`src/rtl/tlnb_pkg.sv`:
```
// ----------------------------------------------------------------------------
// Traffic light package
// Register map, reset values, fixed widths and shared types.
// ----------------------------------------------------------------------------
package tlnb_pkg;

  localparam int APB_ADDR_BITS = 4;
  localparam int APB_DATA_BITS = 32;
  localparam int DUR_BITS      = 16;
  localparam int THR_BITS      = 12;
  localparam int CD_BITS       = 7;

  localparam logic [DUR_BITS-1:0] RED_MS_RST    = 16'd5000;
  localparam logic [DUR_BITS-1:0] YELLOW_MS_RST = 16'd3000;
  localparam logic [DUR_BITS-1:0] GREEN_MS_RST  = 16'd10000;
  localparam logic [THR_BITS-1:0] DARK_THR_RST  = 12'd1000;

  localparam logic [DUR_BITS-1:0] MS_PER_SEC    = 16'd1000;
  localparam logic [DUR_BITS-1:0] SAMPLE_PERIOD = 16'd50;
  localparam logic [CD_BITS-1:0]  CD_RST        = 7'd3;

  // floor(ms / 1000) == (ms * RECIP_1000) >> RECIP_SHIFT for every 16-bit ms
  localparam logic [16:0] RECIP_1000  = 17'd67109;
  localparam int          RECIP_SHIFT = 26;

  typedef enum logic [1:0] {
    REG_RED_MS,
    REG_YELLOW_MS,
    REG_GREEN_MS,
    REG_DARK_THRESHOLD
  } reg_idx_t;

  typedef enum logic [1:0] {
    ACT_NONE,
    ACT_SHOW,
    ACT_CLEAR
  } act_t;

  typedef struct packed {
    logic [DUR_BITS-1:0] red_ms;
    logic [DUR_BITS-1:0] yellow_ms;
    logic [DUR_BITS-1:0] green_ms;
    logic [THR_BITS-1:0] dark_threshold;
    logic [CD_BITS-1:0]  red_reload;
    logic [CD_BITS-1:0]  yellow_reload;
    logic [CD_BITS-1:0]  green_reload;
  } tlnb_cfg_t;

endpackage

```
`src/rtl/tlnb_if.sv`:
```
// ----------------------------------------------------------------------------
// Traffic light channels
// Valid/ready channels for tick items and result items.
// ----------------------------------------------------------------------------
interface tlnb_in_if #(
  parameter int SAMPLE_BITS = 12
);
  logic                   valid;
  logic                   ready;
  logic [SAMPLE_BITS-1:0] light_sample;
  logic                   button_level;

  modport source (output valid, light_sample, button_level, input ready);
  modport sink   (input valid, light_sample, button_level, output ready);
endinterface

interface tlnb_out_if;
  logic       valid;
  logic       ready;
  logic       red_on;
  logic       yellow_on;
  logic       green_on;
  logic       blue_on;
  logic [1:0] display_action;
  logic [6:0] display_value;
  logic       dark_mode;

  modport source (output valid, red_on, yellow_on, green_on, blue_on, display_action,
                  display_value, dark_mode, input ready);
  modport sink   (input valid, red_on, yellow_on, green_on, blue_on, display_action,
                  display_value, dark_mode, output ready);
endinterface

```
`src/rtl/traffic_light_with_night_blink.sv`:
```
// ----------------------------------------------------------------------------
// Traffic light with night blink
// Tick-driven red/green/yellow sequencer with countdown display, button
// toggle and light-sensed night blinking.
// ----------------------------------------------------------------------------
//  channel  dir  carries
//  tick     in   light_sample, button_level (one 1 ms tick per item)
//  result   out  lamps, blue_on, display_action/value, dark_mode
//  apb      in   red_ms, yellow_ms, green_ms, dark_threshold
//
//  One item per cycle sustained while result.ready holds; an item passes the
//  input register, then the result register. The tick update is one pass of
//  compares and increments. rst is synchronous; it resets the control state
//  and valid flags. A stalled result holds; one more item is taken into the
//  input register, then tick.ready drops until result.ready returns.
// ----------------------------------------------------------------------------
module traffic_light_with_night_blink
  import tlnb_pkg::*;
#(
  parameter int SAMPLE_BITS = 12,
  parameter int TIMER_BITS  = 16
) (
  input  logic                     clk,
  input  logic                     rst,
  tlnb_in_if.sink                  tick,
  tlnb_out_if.source               result,
  input  logic                     psel,
  input  logic                     penable,
  input  logic                     pwrite,
  input  logic [APB_ADDR_BITS-1:0] paddr,
  input  logic [APB_DATA_BITS-1:0] pwdata,
  output logic [APB_DATA_BITS-1:0] prdata,
  output logic                     pready
);

  localparam int TW = (TIMER_BITS > DUR_BITS) ? TIMER_BITS : DUR_BITS;
  localparam int CW = (SAMPLE_BITS > THR_BITS) ? SAMPLE_BITS : THR_BITS;

  typedef enum logic [1:0] {
    PH_RED,
    PH_GREEN,
    PH_YELLOW
  } phase_t;

  function automatic logic [TIMER_BITS-1:0] sat_inc(input logic [TIMER_BITS-1:0] t);
    return (&t) ? t : t + 1'b1;
  endfunction

  tlnb_cfg_t cfg;

  tlnb_regs u_regs (
    .clk     (clk),
    .rst     (rst),
    .psel    (psel),
    .penable (penable),
    .pwrite  (pwrite),
    .paddr   (paddr),
    .pwdata  (pwdata),
    .prdata  (prdata),
    .cfg     (cfg)
  );

  assign pready = 1'b1;

  logic                   s1_valid;
  logic [SAMPLE_BITS-1:0] s1_sample;
  logic                   s1_button;
  logic                   adv;

  phase_t                 phase, phase_next;
  logic                   lamp_red, lamp_red_next;
  logic                   lamp_yellow, lamp_yellow_next;
  logic                   lamp_green, lamp_green_next;
  logic [CD_BITS-1:0]     countdown, countdown_next;
  logic                   disp_en, disp_en_next;
  logic                   prev_button, prev_button_next;
  logic                   dark_flag, dark_flag_next;
  logic [SAMPLE_BITS-1:0] prev_sample, prev_sample_next;
  logic                   blink_level, blink_level_next;
  logic [TIMER_BITS-1:0]  phase_elapsed, phase_elapsed_next;
  logic [TIMER_BITS-1:0]  second_elapsed, second_elapsed_next;
  logic [TIMER_BITS-1:0]  sample_elapsed, sample_elapsed_next;
  logic [TIMER_BITS-1:0]  blink_elapsed, blink_elapsed_next;

  logic                   fall;
  logic                   now_dark;
  logic                   pexp;
  logic                   show;
  logic [CD_BITS-1:0]     reload;
  act_t                   act;
  logic [CD_BITS-1:0]     val;

  assign adv        = !result.valid || result.ready;
  assign tick.ready = !s1_valid || adv;

  always_comb begin
    phase_next          = phase;
    lamp_red_next       = lamp_red;
    lamp_yellow_next    = lamp_yellow;
    lamp_green_next     = lamp_green;
    countdown_next      = countdown;
    dark_flag_next      = dark_flag;
    prev_sample_next    = prev_sample;
    blink_level_next    = blink_level;
    phase_elapsed_next  = sat_inc(phase_elapsed);
    second_elapsed_next = sat_inc(second_elapsed);
    sample_elapsed_next = sat_inc(sample_elapsed);
    blink_elapsed_next  = sat_inc(blink_elapsed);
    now_dark            = 1'b0;
    pexp                = 1'b0;
    show                = 1'b0;
    reload              = '0;
    act                 = ACT_NONE;
    val                 = '0;

    fall             = !s1_button && prev_button;
    disp_en_next     = disp_en ^ fall;
    prev_button_next = s1_button;
    if (fall) begin
      if (disp_en_next) begin
        act = ACT_SHOW;
        val = countdown;
      end else begin
        act = ACT_CLEAR;
      end
    end

    if (TW'(sample_elapsed_next) >= TW'(SAMPLE_PERIOD)) begin
      sample_elapsed_next = '0;
      if (s1_sample != prev_sample) begin
        now_dark = CW'(s1_sample) < CW'(cfg.dark_threshold);
        if (now_dark != dark_flag) begin
          case (phase)
            PH_RED:    lamp_red_next    = 1'b0;
            PH_GREEN:  lamp_green_next  = 1'b0;
            PH_YELLOW: lamp_yellow_next = 1'b0;
            default: ;
          endcase
        end
        dark_flag_next   = now_dark;
        prev_sample_next = s1_sample;
      end
    end

    if (dark_flag_next) begin
      if (TW'(blink_elapsed_next) >= TW'(MS_PER_SEC)) begin
        blink_elapsed_next = '0;
        lamp_yellow_next   = !blink_level;
        blink_level_next   = !blink_level;
      end
      act = ACT_CLEAR;
      val = '0;
    end else begin
      case (phase)
        PH_RED: begin
          if (TW'(phase_elapsed_next) >= TW'(cfg.red_ms)) begin
            pexp            = 1'b1;
            lamp_red_next   = 1'b0;
            lamp_green_next = 1'b1;
            phase_next      = PH_GREEN;
            reload          = cfg.green_reload;
          end
        end
        PH_GREEN: begin
          if (TW'(phase_elapsed_next) >= TW'(cfg.green_ms)) begin
            pexp             = 1'b1;
            lamp_green_next  = 1'b0;
            lamp_yellow_next = 1'b1;
            phase_next       = PH_YELLOW;
            reload           = cfg.yellow_reload;
          end
        end
        PH_YELLOW: begin
          if (TW'(phase_elapsed_next) >= TW'(cfg.yellow_ms)) begin
            pexp             = 1'b1;
            lamp_yellow_next = 1'b0;
            lamp_red_next    = 1'b1;
            phase_next       = PH_RED;
            reload           = cfg.red_reload;
          end
        end
        default: ;
      endcase
      show = pexp;
      if (pexp) begin
        phase_elapsed_next  = '0;
        second_elapsed_next = '0;
        countdown_next      = reload;
      end else if (TW'(second_elapsed_next) >= TW'(MS_PER_SEC)) begin
        second_elapsed_next = '0;
        show                = 1'b1;
      end
      if (show && disp_en_next) begin
        act = ACT_SHOW;
        val = countdown_next;
        if (countdown_next != '0) begin
          countdown_next = countdown_next - 1'b1;
        end
      end
    end
  end

  always_ff @(posedge clk) begin
    if (tick.valid && tick.ready) begin
      s1_sample <= tick.light_sample;
      s1_button <= tick.button_level;
    end
    if (s1_valid && adv) begin
      result.red_on         <= lamp_red_next;
      result.yellow_on      <= lamp_yellow_next;
      result.green_on       <= lamp_green_next;
      result.blue_on        <= disp_en_next;
      result.display_action <= act;
      result.display_value  <= val;
      result.dark_mode      <= dark_flag_next;
    end
    if (rst) begin
      s1_valid       <= 1'b0;
      result.valid   <= 1'b0;
      phase          <= PH_RED;
      lamp_red       <= 1'b1;
      lamp_yellow    <= 1'b0;
      lamp_green     <= 1'b0;
      countdown      <= CD_RST;
      disp_en        <= 1'b1;
      prev_button    <= 1'b1;
      dark_flag      <= 1'b0;
      prev_sample    <= '0;
      blink_level    <= 1'b0;
      phase_elapsed  <= '0;
      second_elapsed <= '0;
      sample_elapsed <= '0;
      blink_elapsed  <= '0;
    end else begin
      if (tick.ready) begin
        s1_valid <= tick.valid;
      end
      if (adv) begin
        result.valid <= s1_valid;
      end
      if (s1_valid && adv) begin
        phase          <= phase_next;
        lamp_red       <= lamp_red_next;
        lamp_yellow    <= lamp_yellow_next;
        lamp_green     <= lamp_green_next;
        countdown      <= countdown_next;
        disp_en        <= disp_en_next;
        prev_button    <= prev_button_next;
        dark_flag      <= dark_flag_next;
        prev_sample    <= prev_sample_next;
        blink_level    <= blink_level_next;
        phase_elapsed  <= phase_elapsed_next;
        second_elapsed <= second_elapsed_next;
        sample_elapsed <= sample_elapsed_next;
        blink_elapsed  <= blink_elapsed_next;
      end
    end
  end

endmodule

```
`src/rtl/tlnb_regs.sv`:
```
// ----------------------------------------------------------------------------
// Traffic light configuration registers
// APB register file with per-phase countdown reload values.
// ----------------------------------------------------------------------------
module tlnb_regs
  import tlnb_pkg::*;
(
  input  logic                     clk,
  input  logic                     rst,
  input  logic                     psel,
  input  logic                     penable,
  input  logic                     pwrite,
  input  logic [APB_ADDR_BITS-1:0] paddr,
  input  logic [APB_DATA_BITS-1:0] pwdata,
  output logic [APB_DATA_BITS-1:0] prdata,
  output tlnb_cfg_t                cfg
);

  function automatic logic [CD_BITS-1:0] reload_of(input logic [DUR_BITS-1:0] ms);
    logic [DUR_BITS+16:0] prod;
    logic [CD_BITS-1:0]   q;
    prod = (DUR_BITS+17)'(ms) * (DUR_BITS+17)'(RECIP_1000);
    q    = prod[RECIP_SHIFT +: CD_BITS];
    return (q == '0) ? '0 : q - 1'b1;
  endfunction

  reg_idx_t idx;
  logic     wr;

  assign idx = reg_idx_t'(paddr[3:2]);
  assign wr  = psel && penable && pwrite;

  always_ff @(posedge clk) begin
    if (rst) begin
      cfg.red_ms         <= RED_MS_RST;
      cfg.yellow_ms      <= YELLOW_MS_RST;
      cfg.green_ms       <= GREEN_MS_RST;
      cfg.dark_threshold <= DARK_THR_RST;
      cfg.red_reload     <= reload_of(RED_MS_RST);
      cfg.yellow_reload  <= reload_of(YELLOW_MS_RST);
      cfg.green_reload   <= reload_of(GREEN_MS_RST);
    end else if (wr) begin
      case (idx)
        REG_RED_MS: begin
          cfg.red_ms     <= pwdata[DUR_BITS-1:0];
          cfg.red_reload <= reload_of(pwdata[DUR_BITS-1:0]);
        end
        REG_YELLOW_MS: begin
          cfg.yellow_ms     <= pwdata[DUR_BITS-1:0];
          cfg.yellow_reload <= reload_of(pwdata[DUR_BITS-1:0]);
        end
        REG_GREEN_MS: begin
          cfg.green_ms     <= pwdata[DUR_BITS-1:0];
          cfg.green_reload <= reload_of(pwdata[DUR_BITS-1:0]);
        end
        REG_DARK_THRESHOLD: begin
          cfg.dark_threshold <= pwdata[THR_BITS-1:0];
        end
        default: ;
      endcase
    end
  end

  always_comb begin
    case (idx)
      REG_RED_MS:         prdata = APB_DATA_BITS'(cfg.red_ms);
      REG_YELLOW_MS:      prdata = APB_DATA_BITS'(cfg.yellow_ms);
      REG_GREEN_MS:       prdata = APB_DATA_BITS'(cfg.green_ms);
      REG_DARK_THRESHOLD: prdata = APB_DATA_BITS'(cfg.dark_threshold);
      default:            prdata = '0;
    endcase
  end

endmodule

```
`src/flat_wrapper.sv`:
```
// flat-port wrapper written by rule: the top's interface ports become plain ports
module traffic_light_with_night_blink_flat import tlnb_pkg::*;
#(
  parameter int SAMPLE_BITS = 12,
  parameter int TIMER_BITS  = 16
)
  (clk, rst, psel, penable, pwrite, paddr, pwdata, prdata, pready, tick_valid, tick_light_sample, tick_button_level, tick_ready, result_valid, result_red_on, result_yellow_on, result_green_on, result_blue_on, result_display_action, result_display_value, result_dark_mode, result_ready);
  tlnb_in_if #(.SAMPLE_BITS(SAMPLE_BITS)) tick_i ();
  tlnb_out_if result_i ();
  input  logic clk;
  input  logic rst;
  input  logic psel;
  input  logic penable;
  input  logic pwrite;
  input  logic [APB_ADDR_BITS-1:0] paddr;
  input  logic [APB_DATA_BITS-1:0] pwdata;
  output logic [APB_DATA_BITS-1:0] prdata;
  output logic pready;
  input wire logic [$bits(tick_i.valid)-1:0] tick_valid;
  input wire logic [$bits(tick_i.light_sample)-1:0] tick_light_sample;
  input wire logic [$bits(tick_i.button_level)-1:0] tick_button_level;
  output wire logic [$bits(tick_i.ready)-1:0] tick_ready;
  output wire logic [$bits(result_i.valid)-1:0] result_valid;
  output wire logic [$bits(result_i.red_on)-1:0] result_red_on;
  output wire logic [$bits(result_i.yellow_on)-1:0] result_yellow_on;
  output wire logic [$bits(result_i.green_on)-1:0] result_green_on;
  output wire logic [$bits(result_i.blue_on)-1:0] result_blue_on;
  output wire logic [$bits(result_i.display_action)-1:0] result_display_action;
  output wire logic [$bits(result_i.display_value)-1:0] result_display_value;
  output wire logic [$bits(result_i.dark_mode)-1:0] result_dark_mode;
  input wire logic [$bits(result_i.ready)-1:0] result_ready;
  assign tick_i.valid = tick_valid;
  assign tick_i.light_sample = tick_light_sample;
  assign tick_i.button_level = tick_button_level;
  assign tick_ready = tick_i.ready;
  assign result_valid = result_i.valid;
  assign result_red_on = result_i.red_on;
  assign result_yellow_on = result_i.yellow_on;
  assign result_green_on = result_i.green_on;
  assign result_blue_on = result_i.blue_on;
  assign result_display_action = result_i.display_action;
  assign result_display_value = result_i.display_value;
  assign result_dark_mode = result_i.dark_mode;
  assign result_i.ready = result_ready;
  traffic_light_with_night_blink #(.SAMPLE_BITS(SAMPLE_BITS), .TIMER_BITS(TIMER_BITS)) u_core (.clk(clk), .rst(rst), .tick(tick_i), .result(result_i), .psel(psel), .penable(penable), .pwrite(pwrite), .paddr(paddr), .pwdata(pwdata), .prdata(prdata), .pready(pready));
endmodule
```
`config.mk`:
```
export PLATFORM = sky130hd
export DESIGN_NAME = traffic_light_with_night_blink_flat
export DESIGN_NICKNAME = d
export VERILOG_FILES = /design/src/rtl/tlnb_pkg.sv /design/src/rtl/tlnb_if.sv /design/src/rtl/traffic_light_with_night_blink.sv /design/src/rtl/tlnb_regs.sv /design/src/flat_wrapper.sv
export SDC_FILE = /design/constraint.sdc
export NUM_CORES = 1
export LEC_CHECK = 0
export BUFFER_PORTS_ARGS = -buffer_cell sky130_fd_sc_hd__buf_2
export CAP_MARGIN = 40
export CORE_MARGIN = 8
export CORE_UTILIZATION = 45
export CTS_CLUSTER_SIZE = 24
export DETAILED_ROUTE_END_ITERATION = 10
export PLACE_DENSITY = 0.74
export SYNTH_ARGS = -nofsm -noshare
export SYNTH_HDL_FRONTEND = slang
export SYNTH_HIERARCHICAL = 1
export SYNTH_SLANG_ARGS = --single-unit
```
`constraint.sdc`:
```
create_clock -name clk -period 6 [get_ports clk]
set_input_delay 0.6 -clock clk [delete_from_list [all_inputs] [get_ports clk]]
set_output_delay 0.6 -clock clk [all_outputs]
set_load 0.03 [all_outputs]
```
==> results.md <==
- The post-synth design cell area is around 0.015 mm².
- Registers take ~0.0043 mm².
- The maximum clock frequency is between 0.15 and 0.2 GHz.
- The tightest min-delay check is of the input pin to register type.
- The die height is 199 µm.
- The overall overflow remaining after global route is 0.
- The count of pins over their slew limit is 0.
- Wires add up to 37300 µm.
- The buffer type at the clock tree root is sky130_fd_sc_hd__clkbuf_16.
- The first global-routing pass estimated between 60000 and 70000 µm of wire.
- Counting instances, the worst hold path has a depth of 1.
- The kind of end point of the critical path is a register.
- The number of hold violations in the final report is 0.
- The share of Yosys cell area claimed by the top area cell type is 0.231.
- Setup repair after global routing left no endpoint under its margin.
- The worst register-to-register path ends at u_core/countdown[1].
- For this run, asynchronously set or reset flops after synthesis account for 0.
- For this run, design rule violations remaining after detail routing come to 0.
- The number of levels in the clock H-tree is 1.
- The cell taking the most area after synthesis is sky130_fd_sc_hd__dfxtp_1.
- At the later pin of the worst-skew pair, clock insertion delay measures 0.51 ns.
- The routed layout has between 10000 and 15000 vias.
- Leaving out fill and tap cells, the most frequent cell in the layout is sky130_fd_sc_hd__nand2_1.
- TritonCTS built the clock tree.
- The post-detailed-route via-to-cell ratio is roughly 5.6.
- The area inside the core boundary is ~0.033 mm².
- The initial utilization of the core area, before any placement, comes to 0.454.
- At the worst endpoint, the arrival time is between 6 and 7 ns.
- The global placer's final weighted congestion is 0.864.
- The worst reg2reg path startpoint is u_core/phase_elapsed[0].
- For this design, the sink count on the clock tree is a little over 200.
- Of the available clock period, the critical path in the final layout requires 0.952.
- The setup slack on the worst flop-to-flop path is between 0.4 and 0.5 ns.
- On the final layout, the worst clock skew is around 0.011 ns.
- The number of cells on the worst reg-to-reg path is 21.
- The number of nets with antenna violations after routing is 0.
- The number of max-cap violations is 0.
- During I/O placement, the number of pins put on the boundary was around 110.
- Along the worst path, the maximum fanout reaches 3.
- The number of library cell types mapped by synthesis is 92.
- The setup path with the least slack is of type input pin to register.
- The multi-input combinational cell area is 0.00988 mm².
- The quantity of I/O buffers inserted on ports is 69.
- At the pin with the least slew margin, the transition time is between 0.8 and 0.9 ns.
- The total half-perimeter wirelength after legalization and detailed placement is roughly 28000 µm.
- At the placement stage, the worst setup path has a slack of -0.115 ns.
- After synthesis the netlist holds a flip-flop and latch count of around 200.
- The number of clock buffers added by TritonCTS is 23.
- The part of the Yosys area used for sequential elements is 0.285.
- The worst voltage drop across the vdd grid is around 200 µV.
- The number of global-route vias before repair is ~13000.
- The first TritonRoute pass finished after 5 iterations.
- The static leakage power is approximately 7 nW.
- Setup violations remaining at the end of the flow were counted as 0.
- The global-route usage over all layers is 0.186.
- The final critical-path setup slack is ~0.29 ns.
- The run finished with clean final reports.
- The number of warnings issued by yosys is 6.
- The number of flops mapped to enable cells by yosys is 27.
- In the layout the commonest cells are sky130_fd_sc_hd__nand2_1, sky130_fd_sc_hd__ha_1, sky130_fd_sc_hd__dfxtp_1, sky130_fd_sc_hd__inv_1, sky130_fd_sc_hd__a21oi_1.
- After the last flow step, the layout net total stands at 2128.
- The tightest hold path in the finished design has a slack of between 0.2 and 0.3 ns.
- The pin count of the biggest net entering global routing is 83.
- STA puts the critical path data required time at about 6.4 ns.
- Synthesis handed over a netlist of 1775 instances.
- The launching element of the worst setup path is pwdata[13].
- After filler insertion, the fill cell instance count of the layout stands at about 3200.
- The overall die area is 0.0398 mm².
- In the synthesized netlist the dominant register cell turns out to be sky130_fd_sc_hd__dfxtp_1.
- Dividing the detail-routed wire length by the instance count gives between 15 and 20 µm.
- The antenna cell count is 0.
- The number of antenna violations at the first check in global routing is 0.
- From left edge to right edge, the die measures approximately 200 µm.
- The worst setup path endpoint is u_core/u_regs/cfg[18].
- STA classifies the critical path startpoint as an input pin.
- The clock passes through at most 3 buffers.
- In the final layout, the share of cells above drive strength 1 is 0.116.
- A synthesized cell averages between 8 and 9 µm².
- In this run, the number of DRC markers left after iteration 0 of detailed routing was 872.
- The quantity of hold-fixing buffers added after cts is 0.
- From synthesis to final layout, the design area changed by 10.8%.
- After clock tree synthesis, the clock-pin slew on the worst setup and hold paths is around 0.060 ns.
- After synthesis, the cell types taking the most area are sky130_fd_sc_hd__dfxtp_1, sky130_fd_sc_hd__ha_1, sky130_fd_sc_hd__nand2_1.
- The worst-case headroom to the max-slew limit is 0.422.
- The total power density per cell area is between 200 and 250 mW/mm².
- The site row count is 67.
- The routed design could run at a clock period as short as between 5 and 6 ns.
registers in the layout, indices dropped and copies added, names as in the netlist, 2 cells and up:
name,cells
u_core/result.display_action,2
u_core/blink_elapsed,16
u_core/u_regs/cfg,81
u_core/phase,2
u_core/s1_sample,12
u_core/sample_elapsed,16
u_core/prev_sample,12
u_core/result.display_value,7
u_core/phase_elapsed,16
u_core/second_elapsed,16
u_core/countdown,7
metal layers:
metal / vias up / global-route usage / share of wire
met4: 0 / 0.0444 / 0.018
li1: 6338 / - / -
met5: - / 0 / 0
met1: 6067 / 0.243 / 0.45
met3: 56 / 0.0219 / 0.043
met2: 304 / 0.326 / 0.48
report_power, final:
part	internal (mW)	leakage [nW]	switching, mW
sequential	1.40	1.67	0.0202
combinational	0.514	5.19	0.712
clock	0.769	0.342	0.558
worst min path at each step:
stage                           from                    to  slack, ns
5_1_grt        tick_light_sample[11]  u_core/s1_sample[11]       0.25
6_report        tick_light_sample[6]   u_core/s1_sample[6]       0.26
4_1_cts         tick_light_sample[6]   u_core/s1_sample[6]       0.24
3_3_place_gp         u_core/lamp_red       u_core/lamp_red       0.44
2_1_floorplan        u_core/lamp_red       u_core/lamp_red       0.43
3_5_place_dp         u_core/lamp_red       u_core/lamp_red       0.45
cell families (layout without fill, tap and decap cells):
group           count (synthesis)  after routing  synth area share
simple gates                  632            632             0.202
compound gates                348            348             0.152
buf+inv                       250            307            0.0686
fa+ha+maj                     240            240             0.218
flops                         202            202             0.285
xor+xnor                       52             52            0.0306
mux                            49             49            0.0433
other cells                     2             17          0.000496
timing repair:
action | in CTS | in global routing
gates resized for setup | 0 | 2
setup buffers | 0 | 1
endpoints found under the setup margin | 0 | 3
synthesized netlist by cell type, drive strengths merged, types with 8 or more instances:
library cell,n
inv,148
mux4,12
a22oi,15
xnor2,37
nor4,10
edfxtp,27
fa,39
ha,201
a31oi,30
nor2b,9
a211oi,20
xor2,15
o21bai,8
dfxtp,175
nor3,35
nand4,35
nand2b,9
and2,22
nor2,114
a21o,10
a211o,12
mux2,12
mux2i,25
nand2,254
o21ai,51
nand3b,30
nand3,67
a21oi,121
clkbuf,60
and3,15
buf,42
worst max-delay path, cell delays in order:
cell and delay, ns:
sky130_fd_sc_hd__buf_2 0.11, sky130_fd_sc_hd__ha_1 0.21, sky130_fd_sc_hd__fa_1 0.50, sky130_fd_sc_hd__inv_1 0.06, sky130_fd_sc_hd__fa_1 0.49, sky130_fd_sc_hd__inv_1 0.05, sky130_fd_sc_hd__fa_1 0.57, sky130_fd_sc_hd__fa_1 0.44
sky130_fd_sc_hd__ha_1 0.32, sky130_fd_sc_hd__ha_1 0.31, sky130_fd_sc_hd__nand3_1 0.11, sky130_fd_sc_hd__nor2_1 0.24, sky130_fd_sc_hd__o2111ai_2 0.18, sky130_fd_sc_hd__a311o_1 0.36, sky130_fd_sc_hd__and3_2 0.23, sky130_fd_sc_hd__xnor2_2 0.14
sky130_fd_sc_hd__inv_1 0.06, sky130_fd_sc_hd__ha_1 0.21, sky130_fd_sc_hd__nand3b_4 0.10, sky130_fd_sc_hd__buf_4 0.16, sky130_fd_sc_hd__xor2_1 0.13, sky130_fd_sc_hd__nor2_1 0.24, sky130_fd_sc_hd__nand2_1 0.11, sky130_fd_sc_hd__a21oi_1 0.18
metrics by stage:
step | total power [mW] | utilization | instances | setup TNS [ns] | cell area, µm²
finish | 3.97 | 0.503 | 2295 | 0 | 16800
floorplan | 2.30 | - | 1790 | 0 | 15200
CTS | 4.00 | 0.502 | 2294 | 0 | 16800
global placement | 2.61 | 0.479 | 2251 | -0.0549 | 16000
global route | 4.23 | 0.503 | 2295 | 0 | 16800
detailed placement | 2.65 | 0.481 | 2254 | -0.860 | 16100
area by class of cell:
type / count / share of cell area
Inverter: 148 / 0.0331
Multi-Input combinational cell: 1338 / 0.589
Timing Repair Buffer: 119 / 0.0452
Clock inverter: 6 / 0.00231
Sequential cell: 202 / 0.257
Tap cell: 448 / 0.0334
Clock buffer: 34 / 0.0398
(Power assumes the default switching activity.)
